[src/rtl/core/adc_avg_pkg.sv]
// Shared types and constants for the four-channel ADC averager.
package adc_avg_pkg;

	localparam int RING_DEPTH = 8;
	localparam int NUM_LANES = 4;
	localparam int SAMPLE_W = 12;
	localparam int IDX_W = (RING_DEPTH > 1) ? $clog2(RING_DEPTH) : 1;
	localparam int SUM_W = SAMPLE_W + IDX_W;
	localparam int DIV_SHIFT = SUM_W + IDX_W;
	localparam int RECIP_W = DIV_SHIFT + 1;
	localparam int PROD_W = SUM_W + RECIP_W;
	localparam logic [RECIP_W-1:0] RECIP =
		RECIP_W'(((64'd1 << DIV_SHIFT) + RING_DEPTH - 1) / RING_DEPTH);
	localparam logic [IDX_W-1:0] LAST_IDX = IDX_W'(RING_DEPTH - 1);

	localparam int CFG_IDX_W = 1;
	localparam int CFG_DATA_W = 16;
	localparam logic [CFG_IDX_W-1:0] REG_MIN_INTERVAL = 1'd0;
	localparam logic [CFG_IDX_W-1:0] REG_VOLTAGE_OFFSET = 1'd1;

	localparam logic OP_TICK = 1'b0;
	localparam logic OP_SAMPLES = 1'b1;

	typedef logic [SAMPLE_W-1:0] sample_t;

	typedef struct packed {
		logic    op;
		sample_t battery_raw;
		sample_t current_raw;
		sample_t light_raw;
		sample_t throttle_raw;
	} in_item_t;

	typedef struct packed {
		logic [9:0]  battery_volts_scaled;
		logic [11:0] battery_current_scaled;
		logic [11:0] light_millivolts;
		logic [11:0] throttle_millivolts;
		logic        averaged;
	} out_item_t;

	typedef struct packed {
		logic             load;
		logic             wr;
		logic [IDX_W-1:0] idx;
		logic             acc_clr;
		logic             acc_en;
		logic             div_en;
		logic             use_avg;
	} lane_ctl_t;

endpackage

[src/rtl/core/adc_avg_lane.sv]
// One channel lane: latest sample, sample ring, sequential sum and divide by depth.
module adc_avg_lane
	import adc_avg_pkg::*;
(
	input  logic      clk,
	input  logic      arst_n,
	input  lane_ctl_t ctl,
	input  sample_t   sample,
	output sample_t   value
);

	sample_t             latest_q;
	sample_t             ring_q [RING_DEPTH];
	logic [SUM_W-1:0]    acc_q;
	sample_t             avg_q;
	sample_t             latest_next;
	logic [PROD_W-1:0]   prod;

	assign latest_next = ctl.load ? sample : latest_q;
	assign prod = PROD_W'(acc_q) * PROD_W'(RECIP);
	assign value = ctl.use_avg ? avg_q : latest_q;

	always_ff @(posedge clk or negedge arst_n) begin
		if (!arst_n) begin
			latest_q <= '0;
			for (int i = 0; i < RING_DEPTH; i++) begin
				ring_q[i] <= '0;
			end
			acc_q <= '0;
			avg_q <= '0;
		end else begin
			latest_q <= latest_next;
			if (ctl.wr) begin
				ring_q[ctl.idx] <= latest_next;
			end
			if (ctl.acc_clr) begin
				acc_q <= '0;
			end else if (ctl.acc_en) begin
				acc_q <= acc_q + {{(SUM_W-SAMPLE_W){1'b0}}, ring_q[ctl.idx]};
			end
			if (ctl.div_en) begin
				avg_q <= prod[DIV_SHIFT +: SAMPLE_W];
			end
		end
	end

endmodule

[src/rtl/core/adc_avg_merge.sv]
// Merge stage: scale the four lane values and hold the result transaction.
module adc_avg_merge
	import adc_avg_pkg::*;
(
	input  logic                     clk,
	input  logic                     arst_n,
	input  logic                     load,
	input  logic                     averaged,
	input  logic [7:0]               offset,
	input  sample_t [NUM_LANES-1:0]  values,
	output logic                     ready,
	output logic                     out_valid,
	input  logic                     out_stall,
	output out_item_t                out_data
);

	logic [20:0] prod_batt;
	logic [23:0] prod_cur;
	logic [23:0] prod_light;
	logic [23:0] prod_thr;
	out_item_t   item;
	logic        valid_q;
	out_item_t   data_q;

	assign prod_batt  = 21'(values[0]) * 21'd330;
	assign prod_cur   = 24'(values[1]) * 24'd3300;
	assign prod_light = 24'(values[2]) * 24'd3300;
	assign prod_thr   = 24'(values[3]) * 24'd3300;

	always_comb begin
		item.battery_volts_scaled   = {1'b0, prod_batt[20:12]} + {2'b00, offset};
		item.battery_current_scaled = prod_cur[23:12];
		item.light_millivolts       = prod_light[23:12];
		item.throttle_millivolts    = prod_thr[23:12];
		item.averaged               = averaged;
	end

	assign ready = !valid_q || !out_stall;
	assign out_valid = valid_q;
	assign out_data = data_q;

	always_ff @(posedge clk or negedge arst_n) begin
		if (!arst_n) begin
			valid_q <= 1'b0;
		end else if (load) begin
			valid_q <= 1'b1;
		end else if (!out_stall) begin
			valid_q <= 1'b0;
		end
	end

	always_ff @(posedge clk) begin
		if (load) begin
			data_q <= item;
		end
	end

endmodule

[src/rtl/core/four_channel_adc_averager_top.sv]
// Four-channel ADC averager top level: tick counting, acceptance and sequencing.
//
// Input channel (in_valid/in_stall/in_data): each transaction is either a
// millisecond tick (op 0) or a completed conversion with four 12-bit samples
// (op 1). A sample set is taken into the rings once it is pending and the
// tick count exceeds min_interval; that produces exactly one result.
// Output channel (out_valid/out_stall/out_data): scaled battery voltage,
// battery current, light and throttle millivolts, and the averaged flag.
// Config channel (cfg_valid/cfg_ready/cfg_index/cfg_data): index 0 writes
// min_interval, index 1 writes voltage_offset; always ready.
// Input stalls: a transaction that yields no result leaves in_stall low. One that
// yields a result holds in_stall high through the scale step, and after warm-up
// also through the per-lane ring sum that reads one entry a cycle and the divide.
// Results appear in out_data in the cycle after the scale step.
// A held result does not block new input; the scale step waits for the
// output register to free while out_stall is high.
// Reset clears the tick count, pending flag, rings and warm-up state.
module four_channel_adc_averager_top
	import adc_avg_pkg::*;
(
	input  logic                  clk,
	input  logic                  arst_n,
	input  logic                  in_valid,
	output logic                  in_stall,
	input  in_item_t              in_data,
	output logic                  out_valid,
	input  logic                  out_stall,
	output out_item_t             out_data,
	input  logic                  cfg_valid,
	output logic                  cfg_ready,
	input  logic [CFG_IDX_W-1:0]  cfg_index,
	input  logic [CFG_DATA_W-1:0] cfg_data
);

	typedef enum logic [1:0] {
		ST_IDLE,
		ST_SUM,
		ST_DIV,
		ST_SCALE
	} state_t;

	state_t                  state_q;
	logic [15:0]             elapsed_q;
	logic                    pending_q;
	logic [IDX_W-1:0]        widx_q;
	logic                    warm_q;
	logic [IDX_W-1:0]        k_q;
	logic [15:0]             min_interval_q;
	logic [7:0]              voltage_offset_q;

	logic                    take;
	logic [15:0]             elapsed_next;
	logic                    pending_next;
	logic                    fire;
	logic [IDX_W-1:0]        widx_next;
	logic                    warm_next;
	lane_ctl_t               ctl;
	sample_t [NUM_LANES-1:0] samples;
	sample_t [NUM_LANES-1:0] values;
	logic                    merge_ready;
	logic                    merge_load;

	assign in_stall = (state_q != ST_IDLE);
	assign take = in_valid && (state_q == ST_IDLE);
	assign cfg_ready = 1'b1;

	always_comb begin
		if (in_data.op == OP_TICK) begin
			elapsed_next = (elapsed_q != 16'hFFFF) ? elapsed_q + 16'd1 : elapsed_q;
			pending_next = pending_q;
		end else begin
			elapsed_next = elapsed_q;
			pending_next = 1'b1;
		end
		fire = take && pending_next && (elapsed_next > min_interval_q);
		widx_next = (widx_q == LAST_IDX) ? '0 : widx_q + 1'b1;
		warm_next = warm_q || (widx_next == LAST_IDX);
	end

	always_comb begin
		ctl.load    = take && (in_data.op == OP_SAMPLES);
		ctl.wr      = fire;
		ctl.idx     = (state_q == ST_SUM) ? k_q : widx_q;
		ctl.acc_clr = fire;
		ctl.acc_en  = (state_q == ST_SUM);
		ctl.div_en  = (state_q == ST_DIV);
		ctl.use_avg = warm_q;
	end

	assign samples[0] = in_data.battery_raw;
	assign samples[1] = in_data.current_raw;
	assign samples[2] = in_data.light_raw;
	assign samples[3] = in_data.throttle_raw;

	assign merge_load = (state_q == ST_SCALE) && merge_ready;

	always_ff @(posedge clk or negedge arst_n) begin
		if (!arst_n) begin
			min_interval_q   <= 16'd10;
			voltage_offset_q <= 8'd23;
		end else if (cfg_valid && cfg_ready) begin
			case (cfg_index)
				REG_MIN_INTERVAL: begin
					min_interval_q <= cfg_data;
				end
				REG_VOLTAGE_OFFSET: begin
					voltage_offset_q <= cfg_data[7:0];
				end
				default: begin
				end
			endcase
		end
	end

	always_ff @(posedge clk or negedge arst_n) begin
		if (!arst_n) begin
			state_q   <= ST_IDLE;
			elapsed_q <= '0;
			pending_q <= 1'b0;
			widx_q    <= '0;
			warm_q    <= 1'b0;
			k_q       <= '0;
		end else begin
			case (state_q)
				ST_IDLE: begin
					if (take) begin
						elapsed_q <= fire ? 16'd0 : elapsed_next;
						pending_q <= fire ? 1'b0 : pending_next;
						if (fire) begin
							widx_q  <= widx_next;
							warm_q  <= warm_next;
							k_q     <= '0;
							state_q <= warm_next ? ST_SUM : ST_SCALE;
						end
					end
				end
				ST_SUM: begin
					k_q <= k_q + 1'b1;
					if (k_q == LAST_IDX) begin
						state_q <= ST_DIV;
					end
				end
				ST_DIV: begin
					state_q <= ST_SCALE;
				end
				ST_SCALE: begin
					if (merge_ready) begin
						state_q <= ST_IDLE;
					end
				end
				default: begin
					state_q <= ST_IDLE;
				end
			endcase
		end
	end

	for (genvar g = 0; g < NUM_LANES; g++) begin : g_lane
		adc_avg_lane u_lane (
			.clk    (clk),
			.arst_n (arst_n),
			.ctl    (ctl),
			.sample (samples[g]),
			.value  (values[g])
		);
	end

	adc_avg_merge u_merge (
		.clk       (clk),
		.arst_n    (arst_n),
		.load      (merge_load),
		.averaged  (warm_q),
		.offset    (voltage_offset_q),
		.values    (values),
		.ready     (merge_ready),
		.out_valid (out_valid),
		.out_stall (out_stall),
		.out_data  (out_data)
	);

endmodule
[config.mk]
export PLATFORM = sky130hd
export DESIGN_NAME = four_channel_adc_averager_top
export DESIGN_NICKNAME = d
export VERILOG_FILES = /design/src/rtl/core/adc_avg_pkg.sv /design/src/rtl/core/adc_avg_lane.sv /design/src/rtl/core/adc_avg_merge.sv /design/src/rtl/core/four_channel_adc_averager_top.sv
export SDC_FILE = /design/constraint.sdc
export NUM_CORES = 2
export LEC_CHECK = 0
export BUFFER_PORTS_ARGS = -buffer_cell sky130_fd_sc_hd__buf_2
export CAP_MARGIN = 30
export CORE_MARGIN = 5
export CORE_UTILIZATION = 30
export CTS_CLUSTER_DIAMETER = 150
export DETAILED_ROUTE_END_ITERATION = 7
export PLACE_DENSITY = 0.54
export SYNTH_ARGS = -nofsm -noshare
export SYNTH_HDL_FRONTEND = slang
export SYNTH_SLANG_ARGS = --single-unit
[constraint.sdc]
create_clock -name clk -period 10.3 [get_ports clk]
set_input_delay 1.03 -clock clk [delete_from_list [all_inputs] [get_ports clk]]
set_output_delay 1.03 -clock clk [all_outputs]
set_load 0.03 [all_outputs]
==> reports/metrics.yaml <==
outcome: "complete, no violations"
r2r_start: "warm_q"
tritoncts: "done"
clkTransAtPathRegs_ps: 60
fin_skew_ps: 31.4
clock_latency_ps: 650
hp-class: "in -> async"
fin_setup_tns_ps: 0
end_kind: "register"
rsz0062_at_grt: "false"
die_y_um: 365
finalWirelength_mm: 111
r2r-end: "u_merge.out_data[24]"
cts.sinks: 638
avgRoutedWirePerCell_um: 20.2
drive_above_1_share_pct: 15.4
drc: 0
setup_ws_ps: 3780
layout.nets: 4284
ctsHoldBuffers: 0
ant_nets: 0
finalSetupViolations: 0
vias: 28000
cts-resized-gates: 0
fp-row-count: 130
grt_pass1_vias: 27900
hold_ws_ps: 446
yosysUniqueCellTypes: 77
grt_max_degree: 161
slew_headroom_pct: 34.0
coreArea_um2: 126000
yosys_register_bits: 638
avgSynthCellArea_um2: 10.2
dr.pass1.iters: 5
synth.area.top_cells: "dfrtp_1, ha_1, mux2_2"
synth_area_leader_cell: "dfrtp_1"
cts_buffers: 76
syn-cell-area_um2: 37900
startpoint_type: "register"
synth_flop_cell: "dfrtp_1"
antenna_found_initial: 4
worstPathRequired_ps: 10800
syn_inst: 3710
syn_nets: 4230
r2r_setup_slack_ps: 3780
post_cts_buffers: 0
crit_type: "reg -> reg"
preCtsSetupSlack_ps: 3710
die_w_um: 365
yosysTopAreaCellShare_pct: 38.6
gp_congestion: 0.816
cp.arrival_ps: 7020
hpwl_mm: 74.7
areaGrowthSynthToFinish_pct: 13.5
via_per_inst: 5.11
grt_use_total_pct: 16.6
cts_max_path_buffers: 3
grt_overflow: 0
grt_pass1_wl_mm: 171
io_buffers: 119
ys_async_sr_fraction_pct: 92.6
fin_crit_ps: 6520
start_util_pct: 30.2
tightest_slew_ps: 989
cap_violations: 0
hold_viol: 0
fin_crit_sh_pct: 63.3
io_pins: 121
final_cell_area_um2: 43000
place_area_um2: 40400
yosysSeqAreaShare_pct: 42.8
ys.warnings.count: 0
die_area_um2: 133000
h-tree-depth: 3
drt_iter0_drc: 1963
max_freq_mhz: 153
worstPathMaxFanout: 43
cts_root_buf: "clkbuf_16"
r2r_cells: 18
slew_violations: 0
synth_edf_count: 47
## cells in the final DEF, fill, tap and decap left out, types with 10 or more instances in the layout
| cell | instances |
|---|---|
| dfrtp_1 | 584 |
| o21ai_0 | 508 |
| ha_1 | 339 |
| nand2_1 | 331 |
| inv_1 | 318 |
| mux2_2 | 239 |
| nor2_1 | 177 |
| a21oi_1 | 124 |
| buf_2 | 118 |
| fa_1 | 108 |
| nand3_1 | 106 |
| mux2i_1 | 97 |
| clkbuf_16 | 79 |
| xnor2_1 | 64 |
| edfxtp_1 | 47 |
| buf_4 | 46 |
| o22ai_1 | 42 |
| nor3_1 | 37 |
| xor2_1 | 31 |
| a31oi_1 | 27 |
| a21o_1 | 26 |
| o221ai_1 | 25 |
| a211oi_1 | 22 |
| o211ai_1 | 21 |
| clkbuf_8 | 20 |
| or3_1 | 18 |
| nand2b_1 | 15 |
| nor2b_1 | 14 |
| nand4_1 | 13 |
| clkinv_2 | 13 |
| and3_1 | 11 |
| o21bai_1 | 11 |
| and2_1 | 10 |
## cells in the mapped netlist, drive strengths merged (10+ instances only)
cell    instances
or3            19
fa            108
xnor2          64
nor2          178
nand3         111
o221ai         25
nand2b         18
ha            341
nor2b          15
mux2          241
edfxtp         47
dfrtp         585
a21o           26
a31oi          27
o22ai          42
a21oi         124
nand4          13
clkbuf        136
nand2         333
nor3           39
and3           12
o211ai         21
and2           11
o21ai         508
mux2i         100
buf            58
o31ai          10
a211oi         22
o21bai         11
inv           319
xor2           31
## routing by layer
layer  wire length, um  share of wire, %  GRT usage, %
met4              3060               2.8          5.07
met2             48400                44          25.2
met5                 0                 0             0
met3              7320               6.6          3.78
met1             52200                47          23.5
## per-stage QoR
step           util, %  instances
2_1_floorplan        -       3710
3_3_place_gp      32.1       5334
3_5_place_dp      32.1       5335
4_1_cts           34.2       5475
5_1_grt           34.3       5477
6_report          34.3       5478
## flip-flops by register name, indices dropped and copies added (netlist names)
name and count:
pending_q 1, state_q 2, g_lane.u_lane.latest_q 48, u_merge.out_valid 1, k_q 3, elapsed_q 16, g_lane.u_lane.ring_q 384, warm_q 1
g_lane.u_lane.avg_q 48, widx_q 3, min_interval_q 16, voltage_offset_q 8, g_lane.u_lane.acc_q 60, u_merge.out_data 47
## cell families after synthesis
family                     count (synthesis)  share of synthesized area, %
DFF                                      638                          42.8
AOI/OAI and AO/OA                        886                          13.6
adders and majority gates                449                          17.0
muxes                                    345                          10.0
other                                      1                       0.00990
xor gates and xnor gates                  95                          2.20
and+or+nand+nor                          783                          9.19
buffers and inverters                    513                          5.21
## final cells by class
class	instances	area (um^2)
Fill cell	12800	82500
Multi-Input combinational cell	2559	19900
Sequential cell	638	16200
Clock buffer	108	2290
Tap cell	1650	2060
Inverter	319	1200
Timing Repair Buffer	170	1040
Clock inverter	32	359
Antenna cell	2	5.00
## worst max-delay path by stage
| stage | from | endpoint | slack, ps |
|---|---|---|---|
| after floorplan | warm_q | u_merge.out_data[24] | 4150 |
| after global placement | warm_q | u_merge.out_data[24] | 3840 |
| after detailed placement | warm_q | u_merge.out_data[24] | 3710 |
| after CTS | warm_q | u_merge.out_data[24] | 3720 |
| after global routing | warm_q | u_merge.out_data[24] | 3420 |
| final | warm_q | u_merge.out_data[24] | 3780 |
## critical path, cell delays in order, from the launching register on
cell and delay (ps):
dfrtp_2 530, buf_4 600, mux2i_1 350, inv_1 130, ha_1 280, inv_1 110
fa_1 440, fa_1 460, fa_1 490, inv_1 60, fa_1 450, ha_1 330
a211oi_1 400, a32oi_4 190, a2111oi_4 420, o31ai_2 160, o41a_1 390, or4_1 420
nand3_1 100
Power is not shown: default switching activity piles up to over one toggle a cycle in this logic, so the estimate is an artifact.
